`config.mk`:
```
export PLATFORM = sky130hd
export DESIGN_NAME = rom_container_length_checker_unit
export DESIGN_NICKNAME = d
export VERILOG_FILES = /design/src/hdl/rclc_pkg.sv /design/src/hdl/rclc_parser.sv /design/src/hdl/rom_container_length_checker_unit.sv
export SDC_FILE = /design/constraint.sdc
export NUM_CORES = 1
export LEC_CHECK = 0
export ABC_AREA = 1
export BUFFER_PORTS_ARGS = -buffer_cell sky130_fd_sc_hd__buf_2
export CORE_ASPECT_RATIO = 1.25
export CORE_MARGIN = 4
export CORE_UTILIZATION = 50
export CTS_CLUSTER_SIZE = 30
export DETAILED_ROUTE_END_ITERATION = 12
export GPL_TIMING_DRIVEN = 1
export PLACE_DENSITY = 0.68
export SLEW_MARGIN = 20
export SYNTH_ARGS = -nofsm -noshare
export SYNTH_HDL_FRONTEND = slang
export SYNTH_SLANG_ARGS = --single-unit
```
`constraint.sdc`:
```
create_clock -name clk -period 3.9 [get_ports clk]
set_clock_uncertainty 0.1 [all_clocks]
set_input_delay 0.39 -clock clk [delete_from_list [all_inputs] [get_ports clk]]
set_output_delay 0.39 -clock clk [all_outputs]
set_load 0.05 [all_outputs]
```
`src/hdl/rclc_pkg.sv`:
```
// shared constants and types of the rom container length checker
package rclc_pkg;

  // default width of the byte counter
  localparam int RCLC_COUNT_BITS = 32;

  // verdict codes
  localparam logic [2:0] ST_VALID    = 3'd0;
  localparam logic [2:0] ST_BAD_SIG  = 3'd1;
  localparam logic [2:0] ST_TRUNC    = 3'd2;
  localparam logic [2:0] ST_RESERVED = 3'd3;
  localparam logic [2:0] ST_OVERFLOW = 3'd4;

  // container signature, 00 'E' 'R' 'M'
  localparam logic [7:0] SIG_BYTES [4] = '{8'h00, 8'h45, 8'h52, 8'h4D};

  // lead byte classes, top two bits
  localparam logic [1:0] LEAD_ID1     = 2'b00;
  localparam logic [1:0] LEAD_ID2     = 2'b01;
  localparam logic [1:0] LEAD_LENGTH  = 2'b10;
  localparam logic [1:0] LEAD_RESERVE = 2'b11;

  // one verdict from the parser
  typedef struct packed {
    logic       valid;
    logic [2:0] status;
    logic [31:0] length;
  } rclc_res_t;

endpackage

```
`src/hdl/rclc_parser.sv`:
```
// parse state and per-byte next-state and verdict logic
module rclc_parser import rclc_pkg::*; #(
  parameter int COUNT_BITS = RCLC_COUNT_BITS
) (
  input  logic       clk,
  input  logic       rst_n,
  input  logic       step,
  input  logic [7:0] data_byte,
  input  logic       first_byte,
  input  logic       last_byte,
  output rclc_res_t  res
);

  localparam int CNT_W = (COUNT_BITS < 32) ? COUNT_BITS : 32;
  localparam logic [CNT_W-1:0] CNT_MAX = '1;

  typedef enum logic [2:0] {
    PH_SIG,
    PH_LEAD,
    PH_LEN1,
    PH_LEN2,
    PH_SKIP
  } phase_t;

  phase_t           phase_r, phase_nxt, phase_e;
  logic [1:0]       sig_idx_r, sig_idx_nxt, sig_idx_e;
  logic [22:0]      remain_r, remain_nxt, remain_e;
  logic [13:0]      len_hi_r, len_hi_nxt, len_hi_e;
  logic [CNT_W-1:0] count_r, count_nxt, count_e;
  logic             done_r, done_nxt, done_e;
  logic [22:0]      remain_dec;

  // start of a new buffer restarts the parse before the byte is taken
  always_comb begin
    if (first_byte) begin
      phase_e   = PH_SIG;
      sig_idx_e = '0;
      remain_e  = '0;
      len_hi_e  = '0;
      count_e   = '0;
      done_e    = 1'b0;
    end else begin
      phase_e   = phase_r;
      sig_idx_e = sig_idx_r;
      remain_e  = remain_r;
      len_hi_e  = len_hi_r;
      count_e   = count_r;
      done_e    = done_r;
    end
  end

  assign remain_dec = (remain_e != '0) ? remain_e - 23'd1 : remain_e;

  // next state and verdict for one byte
  always_comb begin
    phase_nxt   = phase_e;
    sig_idx_nxt = sig_idx_e;
    remain_nxt  = remain_e;
    len_hi_nxt  = len_hi_e;
    count_nxt   = count_e;
    done_nxt    = done_e;
    res         = '0;
    if (!done_e) begin
      if (count_e == CNT_MAX) begin
        res.valid  = 1'b1;
        res.status = ST_OVERFLOW;
      end else begin
        count_nxt = count_e + 1'b1;
        unique case (phase_e)
          PH_SIG: begin
            if (data_byte != SIG_BYTES[sig_idx_e]) begin
              res.valid  = 1'b1;
              res.status = ST_BAD_SIG;
            end else if (sig_idx_e == 2'd3) begin
              phase_nxt = PH_LEAD;
            end else begin
              sig_idx_nxt = sig_idx_e + 2'd1;
            end
          end
          PH_LEN1: begin
            len_hi_nxt = {len_hi_e[5:0], data_byte};
            phase_nxt  = PH_LEN2;
          end
          PH_LEN2: begin
            remain_nxt = {1'b0, len_hi_e, data_byte} + 23'd1;
            phase_nxt  = PH_SKIP;
          end
          PH_SKIP: begin
            remain_nxt = remain_dec;
            if (remain_dec == '0) phase_nxt = PH_LEAD;
          end
          PH_LEAD: begin
            if (data_byte == 8'h00) begin
              res.valid  = 1'b1;
              res.status = ST_VALID;
              res.length = 32'(count_nxt);
            end else begin
              unique case (data_byte[7:6])
                LEAD_ID1: ;
                LEAD_ID2: begin
                  remain_nxt = 23'd1;
                  phase_nxt  = PH_SKIP;
                end
                LEAD_LENGTH: begin
                  len_hi_nxt = {8'h00, data_byte[5:0]};
                  phase_nxt  = PH_LEN1;
                end
                LEAD_RESERVE: begin
                  res.valid  = 1'b1;
                  res.status = ST_RESERVED;
                end
                default: ;
              endcase
            end
          end
          default: ;
        endcase
        // buffer ended before any verdict
        if (last_byte && !res.valid) begin
          res.valid  = 1'b1;
          res.status = ST_TRUNC;
        end
      end
      if (res.valid) done_nxt = 1'b1;
    end
  end

  // parse state registers
  always_ff @(posedge clk) begin
    if (!rst_n) begin
      phase_r   <= PH_SIG;
      sig_idx_r <= '0;
      remain_r  <= '0;
      len_hi_r  <= '0;
      count_r   <= '0;
      done_r    <= 1'b0;
    end else if (step) begin
      phase_r   <= phase_nxt;
      sig_idx_r <= sig_idx_nxt;
      remain_r  <= remain_nxt;
      len_hi_r  <= len_hi_nxt;
      count_r   <= count_nxt;
      done_r    <= done_nxt;
    end
  end

endmodule

```
`src/hdl/rom_container_length_checker_unit.sv`:
```
// top level: input register, parser and verdict register
// Checks a resource container that arrives one byte per item and gives one
// verdict per buffer: valid with the length up to and including the
// terminator, or bad signature, truncated, reserved lead or length overflow.
// One item is taken per clock while no stalled verdict waits; a byte moves from
// the input register through the parser into the verdict register, which
// drives the result ports. The per-byte path is the parser's next-state logic:
// phase, signature index, length fields and the byte counter increment.
// A stall on the result side holds the input register, and the input stalls
// only while a verdict waits. After the verdict of a buffer, further bytes are
// dropped until first_byte.
module rom_container_length_checker_unit import rclc_pkg::*; #(
  parameter int COUNT_BITS = RCLC_COUNT_BITS
) (
  input  logic        clk,
  input  logic        rst_n,
  input  logic        in_valid,
  output logic        in_stall,
  input  logic [7:0]  in_data_byte,
  input  logic        in_first_byte,
  input  logic        in_last_byte,
  output logic        out_valid,
  input  logic        out_stall,
  output logic [2:0]  out_status,
  output logic [31:0] out_rom_length
);

  logic        in_valid_r;
  logic [7:0]  in_data_r;
  logic        in_first_r;
  logic        in_last_r;
  logic        out_valid_r;
  logic [2:0]  out_status_r;
  logic [31:0] out_length_r;
  logic        fire;
  rclc_res_t   res;

  // the held byte goes through once the verdict register can take a result
  assign fire     = in_valid_r && (!out_valid_r || !out_stall);
  assign in_stall = in_valid_r && !fire;

  // input register
  always_ff @(posedge clk) begin
    if (!rst_n) begin
      in_valid_r <= 1'b0;
    end else if (!in_stall) begin
      in_valid_r <= in_valid;
    end
  end

  always_ff @(posedge clk) begin
    if (in_valid && !in_stall) begin
      in_data_r  <= in_data_byte;
      in_first_r <= in_first_byte;
      in_last_r  <= in_last_byte;
    end
  end

  rclc_parser #(
    .COUNT_BITS(COUNT_BITS)
  ) u_parser (
    .clk       (clk),
    .rst_n     (rst_n),
    .step      (fire),
    .data_byte (in_data_r),
    .first_byte(in_first_r),
    .last_byte (in_last_r),
    .res       (res)
  );

  // verdict register
  always_ff @(posedge clk) begin
    if (!rst_n) begin
      out_valid_r <= 1'b0;
    end else if (fire) begin
      out_valid_r <= res.valid;
    end else if (!out_stall) begin
      out_valid_r <= 1'b0;
    end
  end

  always_ff @(posedge clk) begin
    if (fire && res.valid) begin
      out_status_r <= res.status;
      out_length_r <= res.length;
    end
  end

  assign out_valid      = out_valid_r;
  assign out_status     = out_status_r;
  assign out_rom_length = out_length_r;

endmodule

```
Word-level counts from Yosys, hierarchy flattened
Cells that the tools add are included.
- output and inout bits: 37
- input bits: 14
- RAM bits: 0
- logic and storage cells: 100
- flip-flop bits (word level): 122
- ROM bits: 0
- latch bits: 0
- memories kept: 0
- multiplexer cells: 52
- equal/unequal tests: 11
- order comparisons: 1
- multipliers: 0
- divide/modulo/power cells: 0
- reduce and logical (&&, ||, !) cells: 16
- shift operators: 0
- bitwise gates (word level): 3
- add/subtract/negate cells: 4
- operator list (operator ; count):
    2-to-1 mux 32 bit ; 6
    2-to-1 mux 23 bit ; 6
    2-to-1 mux 14 bit ; 5
    one-hot mux 23 bit (3 select lines) ; 1
    2-to-1 mux 36 bit ; 1
    adder 32 x 1 -> 32 bit, second input constant ; 1
    equality test 32 bit, second input constant ; 1
    2-to-1 mux 4 bit ; 8
    one-hot mux 14 bit (2 select lines) ; 1
    adder 22 x 1 -> 23 bit, second input constant ; 1
    logical NOT 23 bit ; 1
    nonzero test 23 bit ; 1
    subtractor 23 x 1 -> 23 bit, second input constant ; 1
    2-to-1 mux 3 bit ; 7
    binary-select mux 8 bit (select 2 bit) ; 1
    2-to-1 mux 8 bit ; 2
    one-hot mux 3 bit (5 select lines) ; 1
    2-to-1 mux 2 bit ; 6
    logical NOT 8 bit ; 1
    != test 8 bit ; 1
    one-hot mux 4 bit (2 select lines) ; 1
    equality test 2 bit, second input constant ; 3
    equality test 3 x 2 -> 1 bit, second input constant ; 2
    one-hot mux 3 bit (2 select lines) ; 1
    other kinds (14) ; 27

Logic depth before layout (Yosys ltp)
- word-level depth: 17
- gate-level depth with buffers: 23
- gate-level depth less buffers: 19

By module
Synthesis repeated with hierarchy kept, for this count alone.
- cell total of the unflattened synthesis: 1370
- area, all modules: 8836.0 um^2
- modules (own cells, without submodules) (module ; times used ; seq. area each (um^2) ; cells each ; area an instance (um^2)):
    rclc_parser ; 1 ; 1501.4 ; 1308 ; 7380.8
    rom_container_length_checker_unit ; 1 ; 1391.3 ; 62 ; 1455.1

Worst setup path before layout
Ideal clock, no wire load.
- kind: register to register
- start: reg in_first_r
- end: reg out_length_r[0] (netlist: out_rom_length[0]), enable pin
- arrival time: 2.963 ns
- slack: 0.447 ns
- stages on the path, launching flop included: 15
- path buffers: 4
- data required time: 3.410 ns
- setup time: 0.390 ns
- period minus slack after synthesis: 3.453 ns
- path through: edfxtp_1 > buf_6 > buf_6 > buf_6 > buf_6 > nor2_1 > ha_1 > nand2_1 > nor2_2 > nand2_1 > nor2_1 > nand2_1 > nand4_1 > nand3_1 > inv_1
- longest elaborated chain between the ends: 17
- elaborated cells between the ends (all ways): 23
- classes of those cells: 3 x eq/ne; 15 x mux; 1 x bitwise; 4 x reduce/logical
- RTL lines (element ; line ; source):
    from (decl) ; rom_container_length_checker_unit.sv:30 ; logic in_first_r;
    from (signal assigned) ; rom_container_length_checker_unit.sv:54 ; in_first_r <= in_first_byte;
    2-to-1 mux 2 bit ; rclc_parser.sv:35 ; if (first_byte) begin
    NOT 2 -> 3 bit (not written as such) ; rclc_parser.sv:71 ; if (data_byte != SIG_BYTES[sig_idx_e]) begin
    binary-select mux 8 bit (select 2 bit) ; rclc_parser.sv:71 ;
    2-to-1 mux 8 bit (not written as such) (2 in series) ; rclc_parser.sv:71 ;
    != test 8 bit ; rclc_parser.sv:71 ;
    2-to-1 mux 4 bit ; rclc_parser.sv:71 ;
    one-hot mux 4 bit (2 select lines) ; rclc_parser.sv:69 ; unique case (phase_e)
    2-to-1 mux 4 bit ; rclc_parser.sv:64 ; if (count_e == CNT_MAX) begin
    2-to-1 mux 4 bit ; rclc_parser.sv:63 ; if (!done_e) begin
    logical NOT 1 bit ; rclc_parser.sv:119 ; if (last_byte && !res.valid) begin
    logical AND 1 bit ; rclc_parser.sv:119 ;
    2-to-1 mux 4 bit ; rclc_parser.sv:119 ;
    2-to-1 mux 4 bit ; rclc_parser.sv:64 ;
    2-to-1 mux 4 bit ; rclc_parser.sv:63 ;
    2-to-1 mux 36 bit * ; rclc_parser.sv:63 ;
    logical AND 1 bit * ; rom_container_length_checker_unit.sv:83 ; if (fire && res.valid) begin
    to (signal assigned) ; rom_container_length_checker_unit.sv:85 ; out_length_r <= res.length;
    to (decl) ; rom_container_length_checker_unit.sv:34 ; logic [31:0] out_length_r;
Every way passes the cells marked *; elsewhere a longest branch is shown, timed or not. The select of a mux whose other input is x is not followed.
A chain may end at the register's enable or synchronous reset.

Worst setup path after layout
- start: reg in_first_r
- end: reg u_parser.remain_r[2]
- longest elaborated chain between the ends: 6
- elaborated cells between the ends (all ways): 16
- classes of those cells: 1 x add/sub; 4 x eq/ne; 10 x mux; 1 x reduce/logical
- RTL lines (element ; line ; source):
    2-to-1 mux 23 bit ; rclc_parser.sv:35 ;
    subtractor 23 x 1 -> 23 bit, or another cell as far along ; rclc_parser.sv:52 ; assign remain_dec = (remain_e != '0) ? remain_e - 23'd1 : remain_e;
    2-to-1 mux 23 bit, on equally long branches ; rclc_parser.sv:52, rclc_parser.sv:93 ;
    one-hot mux 23 bit (3 select lines) ; rclc_parser.sv:69 ;
    2-to-1 mux 23 bit ; rclc_parser.sv:64 ;
    2-to-1 mux 23 bit * ; rclc_parser.sv:63 ;
    to (signal assigned) ; rclc_parser.sv:140 ; remain_r <= remain_nxt;
    to (decl) ; rclc_parser.sv:27 ; logic [22:0] remain_r, remain_nxt, remain_e;
Every way passes the cells marked *; elsewhere a longest branch is shown, timed or not.

==> impl_metrics.json <==
{
  "gr-usage-met2": 0.463,
  "clock_sinks": 122,
  "cts_buffers": 17,
  "synth.distinct_cells": 50,
  "syn_nets": 1311,
  "final_layout_size_suffix_gt1_frac": 0.112,
  "cts_resized": 0,
  "antennaDiodeCount": 0,
  "area_growth_pct": 10.6,
  "cts_tree": "done",
  "worstMarginPinSlew_ns": 1.12,
  "holdWs_ns": 0.0398,
  "rr_worst_depth": 16,
  "finalSetupTns_ns": 0,
  "final_common_cell": "nand2_1",
  "io_pins": 51,
  "num-nets-final": 1344,
  "initial_core_util": 0.508,
  "core_sq_um": 16800,
  "grt_pass1_wl_um": 41200,
  "power.leakage_uw": 0.00382,
  "synth-seq-cells": 122,
  "drtIter0Drc": 795,
  "fmax_ghz": 0.286,
  "fillers": 1669,
  "maxCapViolCount": 0,
  "drc": 0,
  "routabilityCongestion": 0.974,
  "grt_start_max_net_pins": 58,
  "period_share": 0.896,
  "crit_path_end_kind": "register",
  "dpl.hpwl_um": 18400,
  "min-delay-path-class": "in2reg",
  "grt_use_total": 0.265,
  "use_met3": 0.0389,
  "wl_per_cell_um": 16.4,
  "crit_type": "reg2reg",
  "hold_viol_final": 0,
  "die_h_um": 154,
  "cts-htree-levels": 4,
  "root_buffer": "clkbuf_16",
  "antenna_left": 0,
  "cp.arrival_ns": 3.75,
  "rows": 53,
  "drt_wl_total_um": 25500,
  "port_buffers": 50,
  "synth.avg_cell_area_sq_um": 6.62,
  "cts_setup_buffers": 0,
  "seq_area_frac_synth": 0.339,
  "grt_pass1_vias": 8173,
  "gr-max-usage-layer": "met2",
  "ctsHoldBuffers": 0,
  "max-vdd-ir-drop_mv": 0.281,
  "power_density_nw_per_um2": 371,
  "grt_overflow": 0,
  "grtUsageMet1": 0.313,
  "worst_ep_required_time_ns": 4.15,
  "clock_path_buffers": 2,
  "ys_warn_count": 0,
  "clkTransAtPathRegs_ns": 0.06,
  "setup_viol": 0,
  "start_kind": "register",
  "drt_pre_antenna_iters": 6,
  "maxSlewViolCount": 0,
  "dieArea_sq_um": 19200,
  "vias": 8745,
  "dpl-instance-area_sq_um": 8880,
  "slew_headroom": 0.251,
  "die_x_um": 125,
  "fin_area_sq_um": 9420,
  "syn_area_sq_um": 8520,
  "syn_inst": 1288,
  "mostFrequentLayoutCells": "nand2_1, inv_1, nor2_1",
  "clkLatencyLatePin_ns": 0.43,
  "outcome": "finished, final reports clean",
  "viasPerCell": 5.63,
  "fin_crit_ns": 3.50,
  "rsz0062_at_grt": "no",
  "cp_max_fo": 20,
  "grt_antenna_before_repair": 0,
  "hold_depth": 1
}
[cells in the mapped netlist, drive strengths merged]
cell	count	area share
o31ai	3	0.0026
edfxtp	45	0.16
o32ai	3	0.0031
o211ai	23	0.021
a32oi	1	0.0010
nor3	19	0.012
o21ai	90	0.054
a32o	1	0.0012
o221ai	1	0.0010
a211oi	1	0.00088
xnor2	9	0.0092
and3	1	0.00073
nand3b	3	0.0026
nor4	9	0.0073
nand4	31	0.026
a21oi	88	0.052
dfxtp	77	0.18
nand3	91	0.058
ha	9	0.013
nor3b	1	0.00088
a22oi	2	0.0018
buf	22	0.021
o22ai	12	0.0088
o21a	1	0.00088
xor2	19	0.020
nor2	179	0.089
a221oi	3	0.0031
a31oi	17	0.012
inv	181	0.080
clkbuf	30	0.013
nand2	305	0.14
clkinv	1	0.00044
or2	10	0.0073
[path summary, 6_finish.rpt]
check / from / endpoint / slack [ns]
max reg2reg: in_first_r / u_parser.remain_r[2] / 0.40
min: in_data_byte[2] / in_data_r[2] / 0.04
max: in_first_r / u_parser.remain_r[2] / 0.40
min reg2reg: u_parser.count_r[12] / u_parser.count_r[12] / 0.36
[flip-flops by register name, summed over array words and instances, names as in the netlist]
signal              flops
out_status              3
out_rom_length         32
u_parser.sig_idx_r      2
in_last_r               1
in_first_r              1
u_parser.phase_r        3
u_parser.remain_r      23
in_data_r               8
out_valid               1
u_parser.len_hi_r      14
u_parser.done_r         1
in_valid_r              1
u_parser.count_r       32
[cells by family after synthesis]
kind of cell,after synthesis,synth area share
compound gates,246,0.163
xor+xnor,28,0.0288
fa+ha+maj,9,0.0132
buf+inv,234,0.115
flops,122,0.339
simple gates,649,0.341
[cell type report]
class	instances	area, sq um	area share
inverter	182	686	0.0728
clock buffer	18	439	0.0466
tap	220	275	0.0292
timing repair buffer	66	370	0.0393
sequential	122	2890	0.307
multi-input combinational	932	4660	0.495
clock inverter	14	98.8	0.0105
[routing by layer]
layer  share of wire  routed length [um]
met1            0.40               10100
met2            0.49               12600
met3           0.060                1540
met4           0.051                1290
met5               0                   0
[worst max-delay path: stages, from the launching register on]
cell and delay, ns:
edfxtp_1 0.51, nor2_1 0.25, ha_1 0.23, nand2_1 0.07, nor2_2 0.27, nand3_4 0.15, nor2_4 0.14, nand4_2 0.15
nor2_4 0.19, nand4_4 0.25, nand2_2 0.30, inv_2 0.24, nand2_2 0.25, nand2_1 0.07, nand2_1 0.06, nand2_1 0.05
a21oi_1 0.12
[stage by stage]
| step | total power [uW] | cells | worst slack (ns) | util |
|---|---|---|---|---|
| 2_1_floorplan | 1900 | 1288 | 0.447 | - |
| 3_3_place_gp | 2040 | 1522 | 0.578 | 0.530 |
| 3_5_place_dp | 2040 | 1522 | 0.473 | 0.530 |
| 4_1_cts | 3490 | 1554 | 0.453 | 0.562 |
| 5_1_grt | 3640 | 1554 | 0.121 | 0.562 |
| 6_report | 3500 | 1554 | 0.404 | 0.562 |
[where the power goes]
| part | switching (uW) | internal, uW | leakage [uW] |
|---|---|---|---|
| Sequential | 40.5 | 1380 | 0.00107 |
| Clock | 638 | 829 | 0.000262 |
| Combinational | 450 | 164 | 0.00249 |
| Total | 1130 | 2370 | 0.00382 |
Power figures use the tool's default switching activity.
